===== src/rtl/core/rlsd_pkg.sv =====
// ---------------------------------------------------------------------------
// RLE image stream decoder package
// Result kinds, header layout, parse phases and the result record type.
// ---------------------------------------------------------------------------
package rlsd_pkg;

   // Result kinds.
   localparam logic [1:0] KIND_RUN    = 2'd0;
   localparam logic [1:0] KIND_HEADER = 2'd1;
   localparam logic [1:0] KIND_ERROR  = 2'd2;

   // Header magic and the accepted pixel depths.
   localparam logic [7:0] MAGIC_R   = 8'h52;
   localparam logic [7:0] MAGIC_L   = 8'h4C;
   localparam logic [7:0] MAGIC_E   = 8'h45;
   localparam logic [7:0] DEPTH_8   = 8'd8;
   localparam logic [7:0] DEPTH_16  = 8'd16;

   // Header byte positions.
   localparam logic [3:0] HDR_POS_R     = 4'd0;
   localparam logic [3:0] HDR_POS_L     = 4'd1;
   localparam logic [3:0] HDR_POS_E     = 4'd2;
   localparam logic [3:0] HDR_POS_DEPTH = 4'd3;
   localparam logic [3:0] HDR_POS_LEN0  = 4'd4;
   localparam logic [3:0] HDR_POS_LEN3  = 4'd7;
   localparam logic [3:0] HDR_POS_WID0  = 4'd8;
   localparam logic [3:0] HDR_POS_WID1  = 4'd9;
   localparam logic [3:0] HDR_POS_LAST  = 4'd11;

   // Configuration register indexes.
   localparam logic REG_TRANSPARENT_COLOR   = 1'b0;
   localparam logic REG_TRANSPARENCY_ENABLE = 1'b1;

   // Result queue depth.
   localparam int unsigned RESULT_DEPTH = 4;
   localparam int unsigned RESULT_PTR_W = $clog2(RESULT_DEPTH);
   localparam int unsigned RESULT_CNT_W = $clog2(RESULT_DEPTH + 1);

   // Parse phases, one-hot.
   typedef enum logic [3:0] {
      PH_HEADER = 4'b0001,
      PH_DATA   = 4'b0010,
      PH_LEN_HI = 4'b0100,
      PH_LEN_LO = 4'b1000
   } phase_type;

   // One result item.
   typedef struct packed {
      logic [1:0]  kind;
      logic [31:0] start_index;
      logic [15:0] run_length;
      logic [7:0]  color;
      logic [15:0] image_width;
      logic [15:0] image_height;
      logic        end_of_image;
   } result_type;

endpackage


===== src/rtl/core/rle_image_stream_decoder.sv =====
// ---------------------------------------------------------------------------
// RLE image stream decoder
// Parses an RLE image header and decodes the 8-bit palette payload into runs.
// ---------------------------------------------------------------------------
//  Channel  | Direction | Handshake            | Carries
//  req_     | in        | req_valid/req_stall  | one stream byte per transfer
//  rsp_     | out       | rsp_valid/rsp_stall  | one result per transfer
//  APB      | in/out    | psel/penable, pready | transparency registers
//
// Each accepted byte is decoded in the cycle it is accepted; its zero, one
// or two results enter a four-entry result queue and leave one per cycle unless stalled.
// A byte is accepted every cycle while the queue holds at most two results,
// so the sustained rate is one byte per cycle when results are taken.
// Synchronous active-high reset empties the queue and returns to header search.
// A stalled result holds at the queue head; input stalls once three wait.
// ---------------------------------------------------------------------------
module rle_image_stream_decoder
   import rlsd_pkg::*;
(
   input  logic        clock,
   input  logic        reset,
   // Input stream
   input  logic        req_valid,
   output logic        req_stall,
   input  logic [7:0]  req_stream_byte,
   // Results
   output logic        rsp_valid,
   input  logic        rsp_stall,
   output logic [1:0]  rsp_kind,
   output logic [31:0] rsp_start_index,
   output logic [15:0] rsp_run_length,
   output logic [7:0]  rsp_color,
   output logic [15:0] rsp_image_width,
   output logic [15:0] rsp_image_height,
   output logic        rsp_end_of_image,
   // Configuration
   input  logic        psel,
   input  logic        penable,
   input  logic        pwrite,
   input  logic [2:0]  paddr,
   input  logic [31:0] pwdata,
   output logic [31:0] prdata,
   output logic        pready
);

   // Configuration registers.
   logic [7:0] tcolor_ff;
   logic       tenable_ff;
   logic       cfg_write;

   // Parser state.
   phase_type  phase_ff,  phase_in;
   logic [3:0] pos_ff,    pos_in;
   logic       wide_ff,   wide_in;
   logic [31:0] total_ff, total_in;
   logic [31:0] seen_ff,  seen_in;
   logic [7:0] held_ff,   held_in;
   logic       hvalid_ff, hvalid_in;
   logic [15:0] acc_ff,   acc_in;
   logic [31:0] pix_ff,   pix_in;
   logic [15:0] width_ff, width_in;
   logic [15:0] height_ff, height_in;

   // Results of the current byte.
   result_type slot0, slot1;
   logic       slot0_v, slot1_v;

   // Result queue.
   result_type                 queue_ff [RESULT_DEPTH];
   logic [RESULT_PTR_W-1:0]    wr_ptr_ff, rd_ptr_ff;
   logic [RESULT_CNT_W-1:0]    count_ff;
   logic                       accept, pop;
   logic [RESULT_CNT_W-1:0]    push_n;

   // APB port: always ready, writes on the access phase.
   assign pready    = 1'b1;
   assign cfg_write = psel && penable && pwrite && pready;

   always_ff @(posedge clock) begin
      if (reset) begin
         tcolor_ff  <= 8'd0;
         tenable_ff <= 1'b0;
      end else if (cfg_write) begin
         if (paddr[2] == REG_TRANSPARENT_COLOR) begin
            tcolor_ff <= pwdata[7:0];
         end else begin
            tenable_ff <= pwdata[0];
         end
      end
   end

   always_comb begin
      if (paddr[2] == REG_TRANSPARENCY_ENABLE) begin
         prdata = {31'd0, tenable_ff};
      end else begin
         prdata = {24'd0, tcolor_ff};
      end
   end

   // Decode one byte: next parser state and up to two results.
   always_comb begin
      logic        bad;
      logic        e1_v, e2_v, e2_req, at_end;
      logic [7:0]  e1_color;
      logic [15:0] e1_len;
      logic [31:0] pix_mid;
      result_type  blank;

      phase_in  = phase_ff;
      pos_in    = pos_ff;
      wide_in   = wide_ff;
      total_in  = total_ff;
      seen_in   = seen_ff;
      held_in   = held_ff;
      hvalid_in = hvalid_ff;
      acc_in    = acc_ff;
      pix_in    = pix_ff;
      width_in  = width_ff;
      height_in = height_ff;

      bad      = 1'b0;
      e1_v     = 1'b0;
      e2_req   = 1'b0;
      e2_v     = 1'b0;
      at_end   = 1'b0;
      e1_color = held_ff;
      e1_len   = 16'd0;
      pix_mid  = pix_ff;

      blank = '0;
      blank.kind         = KIND_RUN;
      blank.image_width  = width_ff;
      blank.image_height = height_ff;
      slot0   = blank;
      slot1   = blank;
      slot0_v = 1'b0;
      slot1_v = 1'b0;

      if (phase_ff == PH_HEADER) begin
         // Header field capture and checks.
         case (pos_ff) inside
            HDR_POS_R:     bad = (req_stream_byte != MAGIC_R);
            HDR_POS_L:     bad = (req_stream_byte != MAGIC_L);
            HDR_POS_E:     bad = (req_stream_byte != MAGIC_E);
            HDR_POS_DEPTH: begin
               bad     = (req_stream_byte != DEPTH_8) && (req_stream_byte != DEPTH_16);
               wide_in = (req_stream_byte == DEPTH_16);
            end
            [HDR_POS_LEN0:HDR_POS_LEN3]: total_in = {total_ff[23:0], req_stream_byte};
            [HDR_POS_WID0:HDR_POS_WID1]: width_in = {width_ff[7:0], req_stream_byte};
            default: height_in = {height_ff[7:0], req_stream_byte};
         endcase

         if (bad) begin
            pos_in  = 4'd0;
            slot0   = '0;
            slot0.kind         = KIND_ERROR;
            slot0.end_of_image = 1'b1;
            slot0_v = 1'b1;
         end else if (pos_ff < HDR_POS_LAST) begin
            pos_in = pos_ff + 4'd1;
         end else begin
            pos_in    = 4'd0;
            seen_in   = 32'd0;
            hvalid_in = 1'b0;
            held_in   = 8'd0;
            acc_in    = 16'd0;
            pix_in    = 32'd0;
            slot0     = '0;
            slot0.kind         = KIND_HEADER;
            slot0.image_width  = width_in;
            slot0.image_height = height_in;
            slot0.end_of_image = (total_in == 32'd0);
            slot0_v   = 1'b1;
            if (total_in != 32'd0) begin
               phase_in = PH_DATA;
            end
         end
      end else begin
         // Payload: literals, run markers and run lengths.
         case (phase_ff)
            PH_DATA: begin
               if (!hvalid_ff) begin
                  held_in   = req_stream_byte;
                  hvalid_in = 1'b1;
                  e2_req    = 1'b1;
               end else if (held_ff != req_stream_byte) begin
                  e1_len  = 16'd1;
                  held_in = req_stream_byte;
                  e2_req  = 1'b1;
               end else begin
                  hvalid_in = 1'b0;
                  acc_in    = 16'd0;
                  phase_in  = wide_ff ? PH_LEN_HI : PH_LEN_LO;
               end
            end
            PH_LEN_HI: begin
               acc_in   = {req_stream_byte, 8'd0};
               phase_in = PH_LEN_LO;
            end
            default: begin
               acc_in   = acc_ff | {8'd0, req_stream_byte};
               phase_in = PH_DATA;
               e1_len   = acc_in;
            end
         endcase

         // First emission, starting at the current pixel index.
         pix_mid = pix_ff + {16'd0, e1_len};
         e1_v    = (e1_len != 16'd0) && !(tenable_ff && (e1_color == tcolor_ff));

         // Payload end: flush a pending byte as a literal.
         seen_in = seen_ff + 32'd1;
         at_end  = (seen_in == total_ff);
         pix_in  = pix_mid;
         if (at_end) begin
            hvalid_in = 1'b0;
            phase_in  = PH_HEADER;
            pos_in    = 4'd0;
            if (e2_req) begin
               pix_in = pix_mid + 32'd1;
               e2_v   = !(tenable_ff && (held_in == tcolor_ff));
            end
         end

         // Order the emissions into the two result slots.
         if (e1_v) begin
            slot0.start_index = pix_ff;
            slot0.run_length  = e1_len;
            slot0.color       = e1_color;
            slot0_v           = 1'b1;
            if (e2_v) begin
               slot1.start_index = pix_mid;
               slot1.run_length  = 16'd1;
               slot1.color       = held_in;
               slot1_v           = 1'b1;
            end
         end else if (e2_v) begin
            slot0.start_index = pix_mid;
            slot0.run_length  = 16'd1;
            slot0.color       = held_in;
            slot0_v           = 1'b1;
         end

         // Mark the last result of the image, or give an empty marker.
         if (at_end) begin
            if (slot1_v) begin
               slot1.end_of_image = 1'b1;
            end else if (slot0_v) begin
               slot0.end_of_image = 1'b1;
            end else begin
               slot0.start_index  = pix_in;
               slot0.end_of_image = 1'b1;
               slot0_v            = 1'b1;
            end
         end
      end
   end

   // Input transfer: room for two results is required.
   assign req_stall = (count_ff > RESULT_CNT_W'(RESULT_DEPTH - 2));
   assign accept    = req_valid && !req_stall;
   assign rsp_valid = (count_ff != '0);
   assign pop       = rsp_valid && !rsp_stall;
   assign push_n    = accept ? (RESULT_CNT_W'(slot0_v) + RESULT_CNT_W'(slot1_v)) : '0;

   // Parser state registers.
   always_ff @(posedge clock) begin
      if (reset) begin
         phase_ff  <= PH_HEADER;
         pos_ff    <= 4'd0;
         wide_ff   <= 1'b0;
         total_ff  <= 32'd0;
         seen_ff   <= 32'd0;
         held_ff   <= 8'd0;
         hvalid_ff <= 1'b0;
         acc_ff    <= 16'd0;
         pix_ff    <= 32'd0;
         width_ff  <= 16'd0;
         height_ff <= 16'd0;
      end else if (accept) begin
         phase_ff  <= phase_in;
         pos_ff    <= pos_in;
         wide_ff   <= wide_in;
         total_ff  <= total_in;
         seen_ff   <= seen_in;
         held_ff   <= held_in;
         hvalid_ff <= hvalid_in;
         acc_ff    <= acc_in;
         pix_ff    <= pix_in;
         width_ff  <= width_in;
         height_ff <= height_in;
      end
   end

   // Result queue storage.
   always_ff @(posedge clock) begin
      if (accept && slot0_v) begin
         queue_ff[wr_ptr_ff] <= slot0;
      end
      if (accept && slot1_v) begin
         queue_ff[wr_ptr_ff + RESULT_PTR_W'(1)] <= slot1;
      end
   end

   // Result queue pointers and fill count.
   always_ff @(posedge clock) begin
      if (reset) begin
         wr_ptr_ff <= '0;
         rd_ptr_ff <= '0;
         count_ff  <= '0;
      end else begin
         wr_ptr_ff <= wr_ptr_ff + push_n[RESULT_PTR_W-1:0];
         if (pop) begin
            rd_ptr_ff <= rd_ptr_ff + RESULT_PTR_W'(1);
         end
         count_ff <= count_ff + push_n - RESULT_CNT_W'(pop);
      end
   end

   // Queue head drives the result ports.
   assign rsp_kind         = queue_ff[rd_ptr_ff].kind;
   assign rsp_start_index  = queue_ff[rd_ptr_ff].start_index;
   assign rsp_run_length   = queue_ff[rd_ptr_ff].run_length;
   assign rsp_color        = queue_ff[rd_ptr_ff].color;
   assign rsp_image_width  = queue_ff[rd_ptr_ff].image_width;
   assign rsp_image_height = queue_ff[rd_ptr_ff].image_height;
   assign rsp_end_of_image = queue_ff[rd_ptr_ff].end_of_image;

endmodule


===== config.mk =====
export PLATFORM = sky130hd
export DESIGN_NAME = rle_image_stream_decoder
export DESIGN_NICKNAME = d
export VERILOG_FILES = /design/src/rtl/core/rlsd_pkg.sv /design/src/rtl/core/rle_image_stream_decoder.sv
export SDC_FILE = /design/constraint.sdc
export NUM_CORES = 1
export LEC_CHECK = 0
export BUFFER_PORTS_ARGS = -buffer_cell sky130_fd_sc_hd__buf_4
export CAP_MARGIN = 20
export CORE_MARGIN = 3
export CORE_UTILIZATION = 40
export CTS_BUF_LIST = sky130_fd_sc_hd__clkbuf_8
export DETAILED_ROUTE_END_ITERATION = 16
export HOLD_SLACK_MARGIN = 0.08
export SYNTH_ARGS = -nofsm -noshare
export SYNTH_HDL_FRONTEND = slang
export SYNTH_SLANG_ARGS = --single-unit

===== constraint.sdc =====
create_clock -name clock -period 9.8 [get_ports clock]
set_input_delay 0.98 -clock clock [delete_from_list [all_inputs] [get_ports clock]]
set_output_delay 0.98 -clock clock [all_outputs]
set_load 0.05 [all_outputs]

; ---- After elaboration in Yosys (flattened, before gate mapping)
; Memories as Yosys holds them, arrays and structs flattened. A register that Yosys moved wholly into a read port is not among the register bits.
; Cells that the tools add are included.
[totals]
output_inout_bits = 126
mem_bits_rw = 364
reg_bits = 178
elab_cells = 201
memories = 1
[mem_list]
columns = name, depth, width, read_ports, rd_clocked_by_memory_dff, write_ports, line_no
row1 = queue_ff, 4, 91, 1, 1, 2, rle_image_stream_decoder.sv:69  ; result_type queue_ff [RESULT_DEPTH];
[op_classes]
bitwise = 5
addsub = 10
reduce_logical = 32
magnitude_cmp = 6
muxes = 108
eq_ne = 23
[ops]
columns = cell, count
row1 = $mux W32, 16
row2 = $mux W16, 18
row3 = $mux W56, 5
row4 = $mux W91, 1
row5 = $mux W90, 1
row6 = $add A32 B1 Y32 const B, 2
row7 = $mux W8, 8
row8 = $pmux W16 S2, 2
row9 = $mux W4, 12
row10 = $mux W1, 40
row11 = $add A32 B16 Y32, 1
row12 = $eq A32 B32 Y1, 1
row13 = $logic_not A32 Y1, 1
row14 = $reduce_bool A32 Y1, 1
row15 = $ne A8 B7 Y1 const B, 3
row16 = $eq A8 B8 Y1, 2
row17 = $or A16 B8 Y16, 1
row18 = $reduce_bool A16 Y1, 1
row19 = $eq A4 B2 Y1 const B, 3
row20 = $logic_and A1 B1 Y1, 12
row21 = $reduce_and A6 Y1, 2
row22 = $eq A4 B1 Y1 const B, 2
row23 = $eq A8 B5 Y1 const B, 1
row24 = $mux W2, 4
row25 = other kinds (30), 44

; ---- Longest topological paths before layout
[logic_depth]
depth_word = 21
ltp_mapped = 23

; ---- Least setup slack after synthesis
; Ideal clock, no wire load.
[synth_path]
path_type = input port to flip-flop
from = in req_stream_byte[3]
to = mem queue_ff[1][75] (netlist bit), data pin
required_time_ps = 9526
cell_stages = 17
t_arrival_ps = 5817
slack_ps = 3710
path_cell_list = clkbuf_1 xnor2_1 and4_1 nand2_1 a31o_2 ha_1 fa_1 a211oi_1 o21ai_1 nand3_1 nand3_1 or4b_1 or4_1 clkbuf_1 or4_1 a31oi_1 o22ai_1
[synth_rtl]
columns = element, line_no
row1 = "start, declared", rle_image_stream_decoder.sv:25  ; input logic [7:0] req_stream_byte,
row2 = "end, declared", rle_image_stream_decoder.sv:69

==> results_tabular.tex <==
\begin{tabular}{lr}
\hline
Metric & Value \\
\hline
\multicolumn{2}{l}{\textbf{STA}} \\
\quad Final setup viols & 0 \\
\quad Final TNS setup & 0 ps \\
\quad Clock tree skew after final layout & roughly 53 ps \\
\quad Final period demand of the worst path & $\sim$7000 ps \\
\quad Count of endpoints failing hold in the final timing report & 0 \\
\quad Slew at the pin closest to its max-slew limit & approximately 1200 ps \\
\quad PnR worst setup slack & roughly 2900 ps \\
\quad Maximum frequency from static timing analysis & roughly 0.14 GHz \\
\quad Part of the cycle the worst path needs & 70.7\% \\
\quad Pins Over Slew Limit & 0 \\
\quad Unrepaired setup endpoints after global routing & false \\
\quad Rel. slew slack & a little under a quarter \\
\multicolumn{2}{l}{\textbf{Clock network}} \\
\quad Hold buffers post-CTS & 0 \\
\quad Resize count post-CTS & 0 \\
\quad Clock tree from TritonCTS & built \\
\quad CTS Root Buffer Type & sky130\_fd\_sc\_hd\_\_clkbuf\_8 \\
\quad CTS sink cnt & 544 \\
\quad Maximum level of the CTS H-tree & 3 \\
\quad Maximum clock path buffer count & 3 \\
\quad Postcts setup bufs & 0 \\
\quad Clock latency on the worst-skew pair & roughly 740 ps \\
\quad CTS Buf Count & 95 \\
\quad Clock-pin slew of the registers on the worst-case setup and hold paths & 60 ps \\
\multicolumn{2}{l}{\textbf{Detailed routing}} \\
\quad Vias & between 20k and 30k \\
\quad Wire length on met2 & about 52000 um \\
\quad Total routed wirelength & 113000 um \\
\quad Routed wirelength normalized by instance count & between 20 and 30 um \\
\quad Via density per instance & between 6 and 7 \\
\quad Antenna violation net count after detailed routing & 0 \\
\quad DR WL met3 & a little over 10000 um \\
\quad Starting DRC count in detailed routing & about 3k \\
\quad Top sig layer & met5 \\
\quad Initial DRT Pass Iterations & 6 \\
\quad Remaining design rule violation count & 0 \\
\quad Routed metal-1 wirelength & $\sim$46000 um \\
\multicolumn{2}{l}{\textbf{Setup path}} \\
\quad CP Data Arrival Time & approximately 7500 ps \\
\quad Kind of start point of the critical path & input port \\
\quad Worst-case register-to-register setup slack & 2900 ps \\
\quad Critical setup path kind & input port to flip-flop \\
\quad Register-to-Register Path Depth & 16 \\
\quad CP Capture Type & flip-flop \\
\quad Crit-path max FO & 28 \\
\quad Worst path required time & $\sim$10000 ps \\
\multicolumn{2}{l}{\textbf{Logic synthesis}} \\
\quad Portion of the post-synthesis area used by sequential elements & 45.4\% \\
\quad FF+latch count, synth & about 540 \\
\quad Number of enable flip-flop cells after synthesis & just under 300 \\
\quad Leading cell types by total area after synthesis & sky130\_fd\_sc\_hd\_\_edfxtp\_1, sky130\_fd\_sc\_hd\_\_dfxtp\_1, sky130\_fd\_sc\_hd\_\_mux4\_2 \\
\quad Yosys top cell by area & sky130\_fd\_sc\_hd\_\_edfxtp\_1 \\
\quad Area share of the largest cell type after synthesis & 29.1\% \\
\quad Prevailing post-synth register cell & sky130\_fd\_sc\_hd\_\_edfxtp\_1 \\
\quad Synthesized instance count & 3169 \\
\quad Asr flop ratio synth & 0\% \\
\quad Yosys warnings & 0 \\
\quad Unique masters post-synth & 94 \\
\quad Post-Synthesis Mean Instance Area & 9.62 um2 \\
\quad Post-synthesis instance area & 30500 um2 \\
\multicolumn{2}{l}{\textbf{Global route}} \\
\quad GRT Total Usage & 27.8\% \\
\quad Largest net degree at the start of global routing & 66 \\
\quad GRT Residual Overflow & 0 \\
\quad Global-route wire length before repair & approximately 170000 um \\
\quad Initial antenna violation count & 5 \\
\quad Vias in the first global route & between 20k and 30k \\
\multicolumn{2}{l}{\textbf{Cells and area}} \\
\quad Number of filler cells placed in the layout & roughly 7.1k \\
\quad Total number of nets in the final design & 3268 \\
\quad Syn-to-layout area delta & 11.9\% \\
\quad Fraction of layout cells with a size suffix above 1 & 15.2\% \\
\quad Highest-count cells in the layout ignoring fill and taps & sky130\_fd\_sc\_hd\_\_nand2\_1, sky130\_fd\_sc\_hd\_\_edfxtp\_1, sky130\_fd\_sc\_hd\_\_dfxtp\_1 \\
\quad Leading cell type in the layout, fill and taps excluded & sky130\_fd\_sc\_hd\_\_nand2\_1 \\
\multicolumn{2}{l}{\textbf{Power}} \\
\quad Leak & about 12 nW \\
\quad IR drop worst, VDD & 107 uV \\
\quad Total power density per cell area & approximately 200 nW/um2 \\
\multicolumn{2}{l}{\textbf{Run status}} \\
\quad Outcome & finished, final reports clean \\
\multicolumn{2}{l}{\textbf{Hold path}} \\
\quad Worst hold stages & 2 \\
\quad Type of the worst min-delay path & flip-flop to flip-flop \\
\multicolumn{2}{l}{\textbf{Placement}} \\
\quad Routability congestion estimate & roughly 0.95 \\
\quad Detail Placement HPWL & about 73000 um \\
\quad Number of port buffers & 124 \\
\quad Worst setup slack after placement & $\sim$2300 ps \\
\multicolumn{2}{l}{\textbf{Floorplanning}} \\
\quad I/O pin cnt & 176 \\
\quad Core outline area & around 75000 um2 \\
\quad Die width & $\sim$280 um \\
\quad Starting density of the core & between 40 and 50\% \\
\quad Die H & 282 um \\
\quad FP Rows & 100 \\
\quad Area of the die & roughly 80000 um2 \\
\multicolumn{2}{l}{\textbf{Flow run}} \\
\quad Number of maximum-capacitance constraint violations & 0 \\
\hline
\end{tabular}
[cell families after synthesis]
group / after synthesis / synth area share [%]
AO/OA/AOI/OAI: 867 / 18.6
XOR/XNOR: 128 / 3.68
adder cells (fa/ha/maj): 29 / 1.24
buffers and inverters: 333 / 4.62
flip-flops: 544 / 45.4
multiplexers: 128 / 7.95
other: 2 / 0.0246
AND/OR/NAND/NOR: 1138 / 18.4
[per-stage QoR]
step / hold WS (ps) / cell area (um2) / instances / power [mW] / utilization, %
2_1_floorplan: 431 / 30600 / 3192 / 4.02 / -
3_3_place_gp: 437 / 32100 / 4056 / 4.64 / 42.9
3_5_place_dp: 446 / 32100 / 4058 / 4.66 / 42.9
4_1_cts: 454 / 34100 / 4236 / 6.80 / 45.5
5_1_grt: 471 / 34100 / 4240 / 6.96 / 45.5
6_report: 453 / 34100 / 4242 / 6.75 / 45.5
[layout make-up]
| type | instances | area, um2 | share of cell area (%) |
|---|---|---|---|
| Sequential cell | 544 | 13900 | 40.6 |
| Clock buffer | 108 | 1490 | 4.36 |
| Timing Repair Buffer | 196 | 1480 | 4.33 |
| Antenna cell | 3 | 7.51 | 0.0220 |
| Clock inverter | 70 | 450 | 1.32 |
| Inverter | 37 | 139 | 0.407 |
| Multi-Input combinational cell | 2315 | 15500 | 45.4 |
| Tap cell | 969 | 1210 | 3.55 |
[cells in the mapped netlist (all sizes together), types with 15 or more instances]
library cell and instances:
o21ai 174, nor2 190, and2 33, edfxtp 296, o211ai 20, nand2 441, a22oi 26, nor3 78
nand2b 21, a32oi 20, inv 37, nand3 110, a31oi 45, nand4 42, a21oi 245, dfxtp 248
nor2b 18, clkbuf 205, ha 27, o31ai 24, a21o 15, xor2 48, or4 16, a211oi 15
xnor2 80, mux4 91, o22ai 64, and3 34, nor4 54, a22o 132, or3 29, and4 17
mux2i 34, buf 91
[metal layers]
layer,vias up,global-route usage [%]
li1,12000,-
met1,13400,36.6
met2,1413,44.8
met3,298,5.51
met4,4,11.9
met5,-,0
[power breakdown]
group	total [mW]	internal (mW)	leakage, nW	switching [mW]
clock	2.14	1.11	1.13	1.03
sequential	2.69	2.60	4.81	0.0904
combinational	1.91	0.569	5.72	1.34
[registers in the layout, summed over array words and instances, names as in the netlist, named ones only]
name / cells
tcolor_ff: 8
width_ff: 16
hvalid_ff: 1
height_ff: 16
tenable_ff: 1
held_ff: 8
count_ff: 3
total_ff: 32
wr_ptr_ff: 2
acc_ff: 16
rd_ptr_ff: 2
queue_ff: 364
wide_ff: 1
seen_ff: 32
pos_ff: 4
pix_ff: 32
phase_ff: 4
[critical path: stages]
cell                       delay, ps
sky130_fd_sc_hd__buf_4           370
sky130_fd_sc_hd__xnor2_1         200
sky130_fd_sc_hd__and4_1          300
sky130_fd_sc_hd__nand2_1         240
sky130_fd_sc_hd__a31o_2          330
sky130_fd_sc_hd__ha_1            240
sky130_fd_sc_hd__fa_1            480
sky130_fd_sc_hd__a211oi_1        460
sky130_fd_sc_hd__o21ai_1         350
sky130_fd_sc_hd__a32oi_1         730
sky130_fd_sc_hd__nand3_1         170
sky130_fd_sc_hd__a311oi_1        660
sky130_fd_sc_hd__nand4_1         500
sky130_fd_sc_hd__nor4_1          570
sky130_fd_sc_hd__nor4bb_1        630
sky130_fd_sc_hd__o21ai_0         150
sky130_fd_sc_hd__nand2_1         120
[path summary, 6_finish.rpt]
kind                                    startpoint              end
worst max-delay path            req_stream_byte[3]  queue_ff[0][85]
worst min-delay path               queue_ff[3][46]  queue_ff[3][46]
worst max register to register          held_ff[4]  queue_ff[0][85]
worst min register to register     queue_ff[3][46]  queue_ff[3][46]
No activity file was read; power rests on OpenSTA's default activity.
